`src/rtl/imuf_pkg.sv`:
```
// Shared constants, types and register codes for the IMU FIFO frame unpacker.
`default_nettype none

package imuf_pkg;

  localparam int OUT_WIDTH  = 32;
  localparam int OUT_TDATA_W = ((OUT_WIDTH + 7) / 8) * 8;

  localparam int CH_W       = 3;
  localparam int RAW_W      = 16;
  localparam int POS_W      = 4;
  localparam int CFG_IDX_W  = 3;
  localparam int CFG_DATA_W = 64;

  localparam int QDEPTH = 2;
  localparam int QAW    = (QDEPTH > 1) ? $clog2(QDEPTH) : 1;
  localparam int QCW    = $clog2(QDEPTH + 1);

  localparam logic [CFG_IDX_W-1:0] REG_ENABLE_MASK = 3'd0;
  localparam logic [CFG_IDX_W-1:0] REG_ACCEL_SCALE = 3'd1;
  localparam logic [CFG_IDX_W-1:0] REG_GYRO_SCALE  = 3'd2;
  localparam logic [CFG_IDX_W-1:0] REG_ACCEL_BIAS  = 3'd3;
  localparam logic [CFG_IDX_W-1:0] REG_ACCEL_GAIN  = 3'd4;
  localparam logic [CFG_IDX_W-1:0] REG_GYRO_BIAS   = 3'd5;
  localparam logic [CFG_IDX_W-1:0] REG_TEMP_RECIP  = 3'd6;
  localparam logic [CFG_IDX_W-1:0] REG_TEMP_OFFSET = 3'd7;

  localparam logic [CH_W-1:0] CH_AX   = 3'd0;
  localparam logic [CH_W-1:0] CH_AZ   = 3'd2;
  localparam logic [CH_W-1:0] CH_TEMP = 3'd3;
  localparam logic [CH_W-1:0] CH_GX   = 3'd4;

  localparam logic [POS_W-1:0] ACCEL_BYTES = 4'd6;
  localparam logic [POS_W-1:0] GYRO_BYTES  = 4'd6;
  localparam logic [POS_W-1:0] TEMP_BYTES  = 4'd2;

  localparam int EN_ACCEL = 0;
  localparam int EN_GYRO  = 1;
  localparam int EN_TEMP  = 2;

  localparam logic [59:0] ACCEL_GAIN_RESET = 60'd72057662757470208;
  localparam logic [23:0] TEMP_RECIP_RESET = 24'd126640;
  localparam logic signed [31:0] TEMP_OFFSET_RESET = 32'sd1638400;

  typedef struct packed {
    logic [2:0]         enable_mask;
    logic [31:0]        accel_scale;
    logic [31:0]        gyro_scale;
    logic [59:0]        accel_bias;
    logic [59:0]        accel_gain;
    logic [59:0]        gyro_bias;
    logic [23:0]        temp_recip;
    logic signed [31:0] temp_offset;
  } cfg_t;

  typedef struct packed {
    logic [CH_W-1:0]  channel;
    logic [RAW_W-1:0] raw;
    logic             frame_end;
  } job_t;

endpackage

`default_nettype wire

```
`src/rtl/imuf_front.sv`:
```
// Byte parser: tracks frame position, pairs bytes into samples and tags each with its channel.
`default_nettype none

module imuf_front (
  input  wire logic                           clk,
  input  wire logic                           rst_n,
  input  wire logic [2:0]                     enable_mask,
  input  wire logic                           pos_clear,
  input  wire logic                           in_tvalid,
  output logic                                in_tready,
  input  wire logic [7:0]                     in_byte,
  input  wire logic                           q_full,
  output logic                                q_push,
  output imuf_pkg::job_t                      q_job
);

  logic [imuf_pkg::POS_W-1:0] pos_r, pos_nxt;
  logic [7:0]                 hold_r, hold_nxt;
  logic [imuf_pkg::POS_W-1:0] size;
  logic [imuf_pkg::POS_W-1:0] pos_cur;
  logic [imuf_pkg::POS_W-1:0] pos_inc;
  logic [2:0]                 idx;
  logic [2:0]                 idx2;
  logic [imuf_pkg::CH_W-1:0]  ch;
  logic                       accept;
  logic                       last;

  always_comb begin
    size = (enable_mask[imuf_pkg::EN_ACCEL] ? imuf_pkg::ACCEL_BYTES : '0) +
           (enable_mask[imuf_pkg::EN_GYRO]  ? imuf_pkg::GYRO_BYTES  : '0) +
           (enable_mask[imuf_pkg::EN_TEMP]  ? imuf_pkg::TEMP_BYTES  : '0);
    pos_cur = (pos_r >= size) ? '0 : pos_r;
    pos_inc = pos_cur + 4'd1;
    last    = (pos_inc == size);
    idx     = pos_cur[3:1];
    idx2    = enable_mask[imuf_pkg::EN_ACCEL] ? idx - 3'd3 : idx;
    if (enable_mask[imuf_pkg::EN_ACCEL] && (idx < 3'd3)) begin
      ch = idx;
    end else if (enable_mask[imuf_pkg::EN_TEMP] && (idx2 == 3'd0)) begin
      ch = imuf_pkg::CH_TEMP;
    end else begin
      ch = imuf_pkg::CH_GX + (enable_mask[imuf_pkg::EN_TEMP] ? idx2 - 3'd1 : idx2);
    end
  end

  assign in_tready = !q_full;
  assign accept    = in_tvalid && in_tready;
  assign q_push    = accept && (size != '0) && pos_cur[0];

  assign q_job.channel   = ch;
  assign q_job.raw       = {hold_r, in_byte};
  assign q_job.frame_end = last;

  always_comb begin
    pos_nxt  = pos_r;
    hold_nxt = hold_r;
    if (pos_clear) begin
      pos_nxt = '0;
    end else if (accept) begin
      if (size == '0) begin
        pos_nxt = '0;
      end else if (!pos_cur[0]) begin
        pos_nxt  = pos_inc;
        hold_nxt = in_byte;
      end else begin
        pos_nxt = last ? '0 : pos_inc;
      end
    end
  end

  always_ff @(posedge clk) begin
    if (!rst_n) begin
      pos_r  <= '0;
      hold_r <= '0;
    end else begin
      pos_r  <= pos_nxt;
      hold_r <= hold_nxt;
    end
  end

endmodule

`default_nettype wire

```
`config.mk`:
```
export PLATFORM = sky130hd
export DESIGN_NAME = imuf_front
export DESIGN_NICKNAME = d
export VERILOG_FILES = /design/src/rtl/imuf_pkg.sv /design/src/rtl/imuf_front.sv
export SDC_FILE = /design/constraint.sdc
export NUM_CORES = 1
export LEC_CHECK = 0
export ABC_AREA = 1
export BUFFER_PORTS_ARGS = -buffer_cell sky130_fd_sc_hd__buf_4
export CAP_MARGIN = 20
export CORE_MARGIN = 1.5
export CORE_UTILIZATION = 25
export DETAILED_ROUTE_END_ITERATION = 10
export GPL_TIMING_DRIVEN = 0
export HOLD_SLACK_MARGIN = 0.02
export REMOVE_ABC_BUFFERS = 1
export SLEW_MARGIN = 20
export SYNTH_ARGS = -nofsm -noshare
export SYNTH_HDL_FRONTEND = slang
export SYNTH_SLANG_ARGS = --single-unit
```
`constraint.sdc`:
```
create_clock -name clk -period 13 [get_ports clk]
set_input_delay 2.6 -clock clk [delete_from_list [all_inputs] [get_ports clk]]
set_output_delay 2.6 -clock clk [all_outputs]
set_load 0.01 [all_outputs]
```
# Yosys cells after proc, flatten, opt, wreduce, memory -nomap -nowiden
# Index checks and enable logic that the tools add are counted.
# word_totals
register_bits	12
out_inout_bits	22
word_cells	37
# classes
add_sub_neg	6
magnitude_cmp	2
n_eq_ne	1
mux	11
bitwise	4
reduce_logical	11
# op_table
operator	n
two-way mux 3 bit	6
two-way mux 4 bit	4
logical AND 1 bit	5
adder 3 x 3 -> 4 bit	1
adder 4 x 1 -> 4 bit (second input constant)	1
adder 4 x 2 -> 4 bit	1
equality test 4 bit	1
greater-or-equal comparator 4 bit	1
zero test 4 bit	1
NOT 1 bit	4
AND reduction 4 bit	1
nonzero test 4 bit	1
adder 3 bit (first input constant)	1
zero test 3 bit	1
less-than comparator 3 x 2 -> 1 bit (second input constant)	1
subtractor 3 x 1 -> 3 bit (second input constant)	1
subtractor 3 x 2 -> 3 bit (second input constant)	1
two-way mux 2 bit	1
OR reduction 2 bit	1
zero test 1 bit	1

# Logic depth before layout (Yosys ltp)
# Gate-level depths: netlist (run 1).
# depth
depth_word	12
depth_mapped	18
mapped_depth_nobuf	18

# Worst setup path before layout (run 1)
# Ideal clock, no wire load.
# synth_path
kind	input to output
startpoint	input port enable_mask[0]
endpoint	output port q_job[19] (netlist name)
arrival_time_ns	5.375
required_ns	10.400
slack_ns	5.025
path_stages	17
cell_sequence	fa_1 -> fa_1 -> inv_1 -> ha_1 -> nand2_1 -> nand2_2 -> nand2_4 -> nand2_1 -> inv_1 -> ha_1 -> o21a_1 -> inv_1 -> ha_1 -> nand2_1 -> xor2_1 -> nand2_1 -> a21oi_1
# synth_lines
element	line_no	source
from (decl)	imuf_front.sv:7	input wire logic [2:0] enable_mask,
to (decl)	imuf_front.sv:14	output imuf_pkg::job_t q_job

==> flow_metrics.tcl, run 1 <==
set metrics [dict create \
    status "finished clean" \
    yosys_warnings 0 \
    synth_xor_area_share_pct 2.68 \
    syn_area_um2 980 \
    dieWidth_um 65.6 \
    worstSetupPathType "in -> out" \
    hold_path_end "hold_r[3]" \
    gr-total-overflow 0 \
    power.density_mw_per_mm2 83.6 \
    hpwl_um 1700 \
    worst_slack_ns 4.62 \
    grt.total_usage_pct 10.4 \
    viasPerCell 4.25 \
    slew_headroom_pct 82.4 \
    grt_pass1_vias 856 \
    clock_skew_ns 0.00186 \
    fin_util_pct 34.8 \
    area.growth.synth_to_final_pct 32.1 \
    end_kind "primary output" \
    ir_drop_uv 48.4 \
    fin_area_mm2 0.00129 \
    ys_ff_latch 12 \
    seq_area_frac_synth_pct 24.5 \
    cts_buffers 3 \
    synthFlopType "dfxtp_1" \
    synth_compound_area_share_pct 16.9 \
    tightest_slew_ns 0.263 \
    synth_cells 144 \
    drtIter0Drc 16 \
    synth_edf_count 0 \
    wl_per_cell_um 9.03 \
    firstDrtPassIters 2 \
    clockBufferDepth 2 \
    worst_ep_arrival_time_ns 5.78 \
    p_total_uw 108 \
    period_minus_slack_ns 8.38 \
    antenna_found_initial 0 \
    nFillCells 411 \
    hold_viol 0 \
    synth.largest_area_cell "dfxtp_1" \
    ant_nets 0 \
    startpoint_type "input port" \
    insertion_delay_ns 0.24 \
    reg2reg_slack_ns 10.68 \
    cts.sinks 12 \
    coreArea_mm2 0.00372 \
    rsz0062_at_grt "no" \
    worstRegToRegCells 17 \
    min_from "hold_r[3]" \
    ys_types 22 \
    hold_path.class "reg -> reg" \
    cp_data_required_time_ns 10.40 \
    setup_tns_ns 0 \
    drive_gt1_share_pct 27.4 \
    fmax_ghz 0.119 \
    portBuffers 37 \
    die_area_mm2 0.00430 \
    cts_setup_buffers 0 \
    clk_pin_slew_worst_paths_ns 0.05 \
    place_congestion 0.790 \
    post-place-ws_ns 4.59 \
    drc 0 \
    cp_max_fo 8 \
    fp.dieH_um 65.6 \
    diodes 0 \
    nets 200 \
    p_leak_nw 0.641 \
    slew_viol_final 0 \
    synth_common_cells "inv_1, nand2_1, a21oi_1" \
    synth-simple-area-share_pct 25.4 \
    setup_violations 0 \
    synth_top_family_by_area "simple AND/OR/NAND/NOR gates" \
    async_reset_ff_share_pct 0 \
    synth_area_leaders "dfxtp_1, inv_1, nand2_1" \
    timing.final.crit_share_pct 64.5 \
    ctsRootBufferMaster "clkbuf_8" \
    cts_hold_buf 0 \
    synth.most_common_cell "inv_1" \
    r2r_end "pos_r[1]" \
    cts_tree "built" \
    htree_levels 1 \
    cts-resized-gates 0 \
    maxCapViolations 0 \
    dpl_cell_area_mm2 0.00124 \
    yosysTopAreaCellShare_pct 24.5 \
    finalWirelength_um 2010 \
    synth.area.mux_share_pct 0 \
    r2r-start "pos_r[1]" \
    initial_core_util_pct 26.4 \
    pin_count 38 \
    grt_pass1_wl_um 3580 \
    whs_path_depth 2 \
    syn_area_per_cell_um2 6.80 \
    vias 948 \
    synth_adder_area_share_pct 11.7 \
    row_count 22 \
    grt_max_degree 17 \
]
-- critical path: stages --
cell and delay [ns]:
buf_4 0.14, fa_1 0.43, fa_1 0.58, inv_1 0.06, ha_1 0.26, nand2_1 0.06
nand2_2 0.09, nand2_4 0.09, nand2_1 0.15, inv_1 0.09, ha_1 0.28, o21a_1 0.19
inv_1 0.08, ha_1 0.15, nand3_1 0.12, nand3_1 0.10, o211ai_1 0.08, o21ai_0 0.09
buf_4 0.15
-- logic make-up (layout without fill, tap and decap cells) --
logic type | count (synthesis) | count (layout)
flops | 12 | 12
simple gates | 53 | 53
compound gates | 30 | 30
xor+xnor | 3 | 3
buf+inv | 38 | 69
fa+ha+maj | 8 | 8
-- placed cells by master, fill, tap and decap left out, types with 2 or more instances in the layout --
master,synthesis,final
nand4_1,2,2
clkbuf_8,0,4
buf_4,9,37
xor2_1,3,3
o211ai_1,2,2
nor2_1,7,7
a21oi_1,15,15
nand2_2,2,2
ha_1,6,6
nand2_4,2,2
nand2_1,27,27
fa_1,2,2
inv_1,28,28
o21ai_0,11,11
nand3_1,9,9
dfxtp_1,12,12
-- layer usage --
layer  wire (µm)  global-route usage (%)
met1         966                    13.4
met4          17                    4.69
met2         824                    15.8
met5           0                       0
met3         206                    3.25
-- state kept, by name, indices dropped and copies added (netlist names) --
register / flops
hold_r: 8
pos_r: 4
-- worst max-delay path by stage --
stage | cells past startpoint | to | startpoint
floorplan | 17 | q_job[19] | enable_mask[0]
global placement | 19 | q_job[18] | enable_mask[0]
detailed placement | 19 | q_job[18] | enable_mask[0]
CTS | 19 | q_job[18] | enable_mask[0]
global route | 19 | q_job[18] | enable_mask[0]
finish | 19 | q_job[18] | enable_mask[0]
-- cell type report --
class                      instances  area (µm²)  area share [%]
clock buffer                       4        55.1            4.26
sequential                        12         240            18.6
inverter                          28         105            8.12
timing repair buffer              37         278            21.5
tap                               48        60.1            4.64
multi-input combinational         94         556            42.9
-- power by group --
group	switching (mW)	total [mW]	internal, mW
Combinational	0.0156	0.0292	0.0136
Sequential	0.000933	0.0394	0.0384
Clock	0.0130	0.0397	0.0267
-- per-stage QoR --
stage                     std cells  hold WS (ns)
after floorplan                 134         0.458
after global placement          219         0.431
after detailed placement        219         0.435
after CTS                       223         0.443
after global routing            223         0.459
final                           223         0.440
(Power assumes the default switching activity.)
==> run 2: changes to the inputs <==
Settings changed: ABC_AREA 1 to 0.
Clock period 13 ns to 7.9 ns, I/O delays scaled along.
==> run 2 against run 1 <==
  * The run now ends with DRC left
  * Register-to-register slack worse by 5.6 ns
  * Worst hold slack better by 0.074 ns
  * Sequential power up 61%
  * Count of clock-buffer cells in the layout down 1
  * Non-clock buffer count unchanged
  * Worst setup slack worse by 3.6 ns
  * Final cell count down 3.1%
  * Critical path depth down 3
  * Combinational power up 110%
  * Routed wire length up 31%
==> flow_metrics.tcl, run 2 <==
set metrics [dict create \
    slew_headroom_pct 58.1 \
    clock_skew_ns 0.00559 \
    antenna_found_initial 0 \
    ir_drop_uv 39.0 \
    diodes 0 \
    ys_ff_latch 12 \
    clockBufferDepth 2 \
    mostFrequentLayoutCells "buf_4, dfxtp_1, mux2i_1, nor2b_1, nand2_1" \
    setup_tns_ns 0 \
    coreArea_mm2 0.00444 \
    die_area_mm2 0.00516 \
    final_common_cell "buf_4" \
    multiInputGateArea_um2 825 \
    htree_levels 1 \
    drtIter0Drc 84 \
    vias 1056 \
    end_kind "primary output" \
    min_from "hold_r[0]" \
    nFillCells 478 \
    grt.total_usage_pct 10.5 \
    syn_area_per_cell_um2 8.70 \
    dieWidth_um 71.8 \
    rsz0062_at_grt "no" \
    synth.most_common_cell "dfxtp_1" \
    cts_setup_buffers 0 \
    fmax_ghz 0.146 \
    synth_cells 136 \
    synth_edf_count 0 \
    cts.sinks 12 \
    dp_cells 213 \
    synth_common_cells "dfxtp_1, mux2i_1, nor2b_1" \
    cts-resized-gates 0 \
    initial_core_util_pct 26.6 \
    whs_path_depth 2 \
    violations "DRC" \
    async_reset_ff_share_pct 0 \
    cp_slowest_cell "fa_1" \
    ant_nets 0 \
    seq_area_frac_synth_pct 20.3 \
    insertion_delay_ns 0.24 \
    hold_viol 0 \
    finalWirelength_um 2630 \
    synth.largest_area_cell "dfxtp_1" \
    worst_ep_arrival_time_ns 5.26 \
    p_leak_nw 0.626 \
    firstDrtPassIters 7 \
    met2_length_um 1210 \
    seqCellArea_um2 240 \
    worstSetupPathType "in -> out" \
    crit_path_frequent_cell "ha_1" \
    ys_types 46 \
    hold_path.class "reg -> reg" \
    top_register "hold_r" \
    r2r-start "pos_r[1]" \
    startpoint "enable_mask[0]" \
    period_minus_slack_ns 6.84 \
    cts_tree "built" \
    cts_buffers 3 \
    nets 190 \
    ctsRootBufferMaster "clkbuf_8" \
    grt_max_degree 13 \
    cts_hold_buf 0 \
    largest_reg_flops 8 \
    status "finished with violations" \
    startpoint_type "input port" \
    gr-total-overflow 0 \
    final_cells 216 \
    maxCapViolations 0 \
    setup_violations 0 \
    met3WireLength_um 137 \
    grt_pass1_wl_um 4330 \
    worstRegToRegCells 12 \
    timing.final.crit_share_pct 86.5 \
    crit_chain "buf_4, fa_1, fa_1, inv_1, ha_1, o211ai_1, and2_1, nand2_1, inv_1, ha_1, mux2i_1, ha_1, a31o_2, a221oi_2, a41o_1, buf_4" \
    wl_met1_um 1290 \
    synthFlopType "dfxtp_1" \
    cp_data_required_time_ns 6.32 \
    slew_viol_final 0 \
    viasPerCell 4.89 \
    wl_per_cell_um 12.2 \
    yosys_warnings 0 \
    yosysTopAreaCellShare_pct 20.3 \
    place_congestion 0.809 \
    slowest_delay_ns 0.56 \
    drc 7 \
    syn_area_mm2 0.00118 \
    hpwl_um 2090 \
    top_regs "hold_r (8), pos_r (4)" \
    row_count 24 \
    cp_max_fo 12 \
    clk_pin_slew_worst_paths_ns 0.05 \
    area.growth.synth_to_final_pct 24.9 \
    fp.dieH_um 71.8 \
    tightest_slew_ns 0.628 \
    portBuffers 37 \
    drive_gt1_share_pct 32.3 \
    grt_pass1_vias 957 \
    synth_area_leaders "dfxtp_1, mux2i_1, ha_1" \
    power.density_mw_per_mm2 121 \
    top_layer "met3" \
    pin_count 38 \
]
[run 2: cell types whose count changed after synthesis, sizes merged, moves of 5 or more]
cell    delta
a31oi      +5
nand2     -21
mux2i     +10
nand3      -7
nand2b     +6
nor2b     +10
inv       -20
a21oi     -13
[run 2: kinds of logic (layout without fill, tap and decap cells)]
family          after synthesis  after routing  share of synthesized area (%)
simple gates                 53             53                           28.3
compound gates               29             29                           20.2
buf+inv                      20             48                           10.0
flops                        12             12                           20.3
mux                          10             10                           8.46
fa+ha+maj                     8              8                           9.73
xor+xnor                      4              4                           2.96
[run 2: final cells by class]
type                            instances  area share (%)
Timing Repair Buffer                   37            18.8
Sequential cell                        12            16.2
Multi-Input combinational cell        104            55.8
Tap cell                               52            4.40
Inverter                                8            2.03
Clock buffer                            3            2.79
[run 2: metrics by stage]
step                hold slack [ns]  worst slack [ns]  power, mW  utilization [%]  area [µm²]
detailed placement            0.506              1.02      0.126             32.3        1440
global route                  0.539             0.798      0.190             33.3        1480
global placement              0.499              1.06      0.125             32.3        1440
finish                        0.514              1.06      0.179             33.3        1480
floorplan                     0.538              1.61      0.102                -        1090
CTS                           0.520              1.02      0.181             33.3        1480
[run 2: report_power, final]
group          leakage [nW]  total (mW)  switching [mW]  internal [mW]
Combinational         0.507      0.0611          0.0313         0.0298
Clock                0.0216      0.0542          0.0207         0.0335
Sequential           0.0972      0.0636         0.00123         0.0624
[run 2: worst max-delay path, delay by kind of cell]
kind | cells | cell delay [ns]
compound gates | 4 | 0.75
fa+ha+maj | 5 | 1.90
buf+inv | 4 | 0.44
mux | 1 | 0.20
simple gates | 2 | 0.38
[run 2: final timing paths]
path         slack (ns)         to
min                0.51  hold_r[0]
min reg2reg        0.51  hold_r[0]
max reg2reg        5.05   pos_r[1]
max                1.06  q_job[18]
[run 2: routing by layer]
layer / vias to the layer above / track usage (%)
li1: 534 / -
met5: - / 0
met3: 0 / 2.11
met2: 31 / 16.8
met4: 0 / 3.56
met1: 491 / 14.0
==> run 3: changes to the inputs <==
Settings changed: CORE_UTILIZATION 25 to 50, PLACE_DENSITY set to 0.79.
Clock period 7.9 ns to 6.3 ns, I/O delays scaled along.
==> run 3 against run 2 <==
  * The run now ends clean
  * Clock power grew 7.4%
  * Sequential power grew 25%
  * Critical path type unchanged
  * Final cell count shrank 9.7%
==> flow_metrics.tcl, run 3 (synthesis results as in run 2) <==
set metrics [dict create \
    grt_max_degree 13 \
    insertion_delay_ns 0.26 \
    cp_slowest_cell "fa_1" \
    pin_count 38 \
    tightest_slew_ns 0.605 \
    slowest_delay_ns 0.56 \
    hold_viol 0 \
    setup_tns_ns 0 \
    hold_path_end "hold_r[3]" \
    grt_pass1_vias 979 \
    end_kind "primary output" \
    holdWs_ns 0.524 \
    slew_headroom_pct 59.7 \
    fp.dieH_um 51.7 \
    portBuffers 37 \
    whs_path_depth 2 \
    maxCapViolations 0 \
    r2r_end "pos_r[3]" \
    firstDrtPassIters 4 \
    drive_gt1_share_pct 34.7 \
    timing.final.crit_share_pct 97.3 \
    ant_nets 0 \
    top_regs "hold_r (8), pos_r (4)" \
    status "finished clean" \
    reg2reg_slack_ns 3.44 \
    fin_util_pct 66.0 \
    ir_drop_uv 108 \
    row_count 17 \
    gr-total-overflow 0 \
    crit_chain "buf_4, fa_1, fa_1, inv_1, ha_4, o211ai_1, buf_4, and3_1, ha_1, mux2i_1, ha_1, a31o_2, a221oi_2, a41o_1, buf_4" \
    coreArea_mm2 0.00223 \
    area.growth.synth_to_final_pct 24.5 \
    clk_pin_slew_worst_paths_ns 0.07 \
    mostFrequentLayoutCells "buf_4, dfxtp_1, mux2i_1, nor2b_1" \
    antenna_found_initial 0 \
    power.density_mw_per_mm2 148 \
    r2r-start "pos_r[1]" \
    cts_hold_buf 0 \
    nFillCells 199 \
    dp_cells 189 \
    path_delay_family "adder cells" \
    period_minus_slack_ns 6.13 \
    htree_levels 1 \
    critical_path_buf_inv_count 4 \
    largest_reg_flops 8 \
    cts_buffers 3 \
    crit_path_frequent_cell "buf_4" \
    cts_tree "built" \
    final_common_cell "buf_4" \
    top_register "hold_r" \
    ctsRootBufferMaster "clkbuf_4" \
    clock_skew_ns 0.00200 \
    setup_violations 0 \
    grt_pass1_wl_um 4330 \
    finalWirelength_um 2640 \
    worstRegToRegCells 12 \
    post-place-ws_ns 0.105 \
    viasPerCell 5.60 \
    final_cells 195 \
    vias 1092 \
    drtIter0Drc 20 \
    clockBufferDepth 2 \
    fmax_ghz 0.163 \
    die_area_mm2 0.00267 \
    startpoint_type "input port" \
    initial_core_util_pct 53.0 \
    drc 0 \
    p_leak_nw 0.634 \
    worstSetupPathType "in -> out" \
    min_from "hold_r[3]" \
    slew_viol_final 0 \
    diodes 0 \
    dieWidth_um 51.7 \
    grt.total_usage_pct 21.3 \
    rsz0062_at_grt "no" \
    hpwl_um 2170 \
    worst_slack_ns 0.170 \
    cp_max_fo 12 \
    hold_path.class "reg -> reg" \
    cp_data_required_time_ns 5.04 \
    cts.sinks 12 \
    wl_per_cell_um 13.5 \
    place_congestion 0.818 \
    worst_ep_arrival_time_ns 4.87 \
    nets 192 \
]
[run 3: cell count changes in the layout (fill, tap and decap cells not counted)]
cell      delta
clkbuf_4     +3
nand2_2      +1
clkbuf_8     -2
ha_1         -1
buf_4        +2
ha_4         +1
nand2_1      -1
[run 3: stage by stage]
stage,total power [mW],instance area [µm²]
finish,0.218,1470
global route,0.232,1470
CTS,0.218,1440
detailed placement,0.158,1410
global placement,0.155,1410
floorplan,0.128,1090
[run 3: per-layer routing]
metal	vias up	global-route usage, %	wire length, µm
met1	511	26.1	1140
met4	0	5.26	0
met3	0	3.74	157
li1	544	-	-
met2	37	38.2	1340
met5	-	0	0
[run 3: layout make-up]
type	count	area (µm²)	share of cell area (%)
Inverter	8	30.0	2.04
Timing Repair Buffer	39	293	19.9
Clock buffer	4	36.3	2.46
Multi-Input combinational cell	104	840	57.0
Tap cell	28	35.0	2.38
Sequential cell	12	240	16.3
[run 3: tightest hold or removal path: cells and delay by family (launching register included)]
family	cells	cell delay, ns
flip-flops	1	0.33
multiplexers	1	0.07
AND/OR/NAND/NOR	1	0.10
[run 3: how the worst max path moves through the flow]
stage | startpoint | endpoint | slack [ns] | depth (start not counted)
6_report | enable_mask[0] | q_job[18] | 0.17 | 15
5_1_grt | enable_mask[0] | q_job[18] | 0.02 | 15
4_1_cts | enable_mask[0] | q_job[18] | 0.09 | 16
3_5_place_dp | enable_mask[0] | q_job[18] | 0.10 | 16
3_3_place_gp | enable_mask[0] | q_job[18] | 0.16 | 16
2_1_floorplan | enable_mask[0] | q_job[18] | 0.65 | 14
[run 3: timing repair]
action,in CTS,in global routing
gates resized for setup,0,2
endpoints found under the setup margin,0,3
buffers inserted,0,2
[run 3: power breakdown]
group / total, mW / switching, mW / internal, mW
sequential: 0.0796 / 0.00157 / 0.0780
clock: 0.0582 / 0.0232 / 0.0351
combinational: 0.0802 / 0.0407 / 0.0395
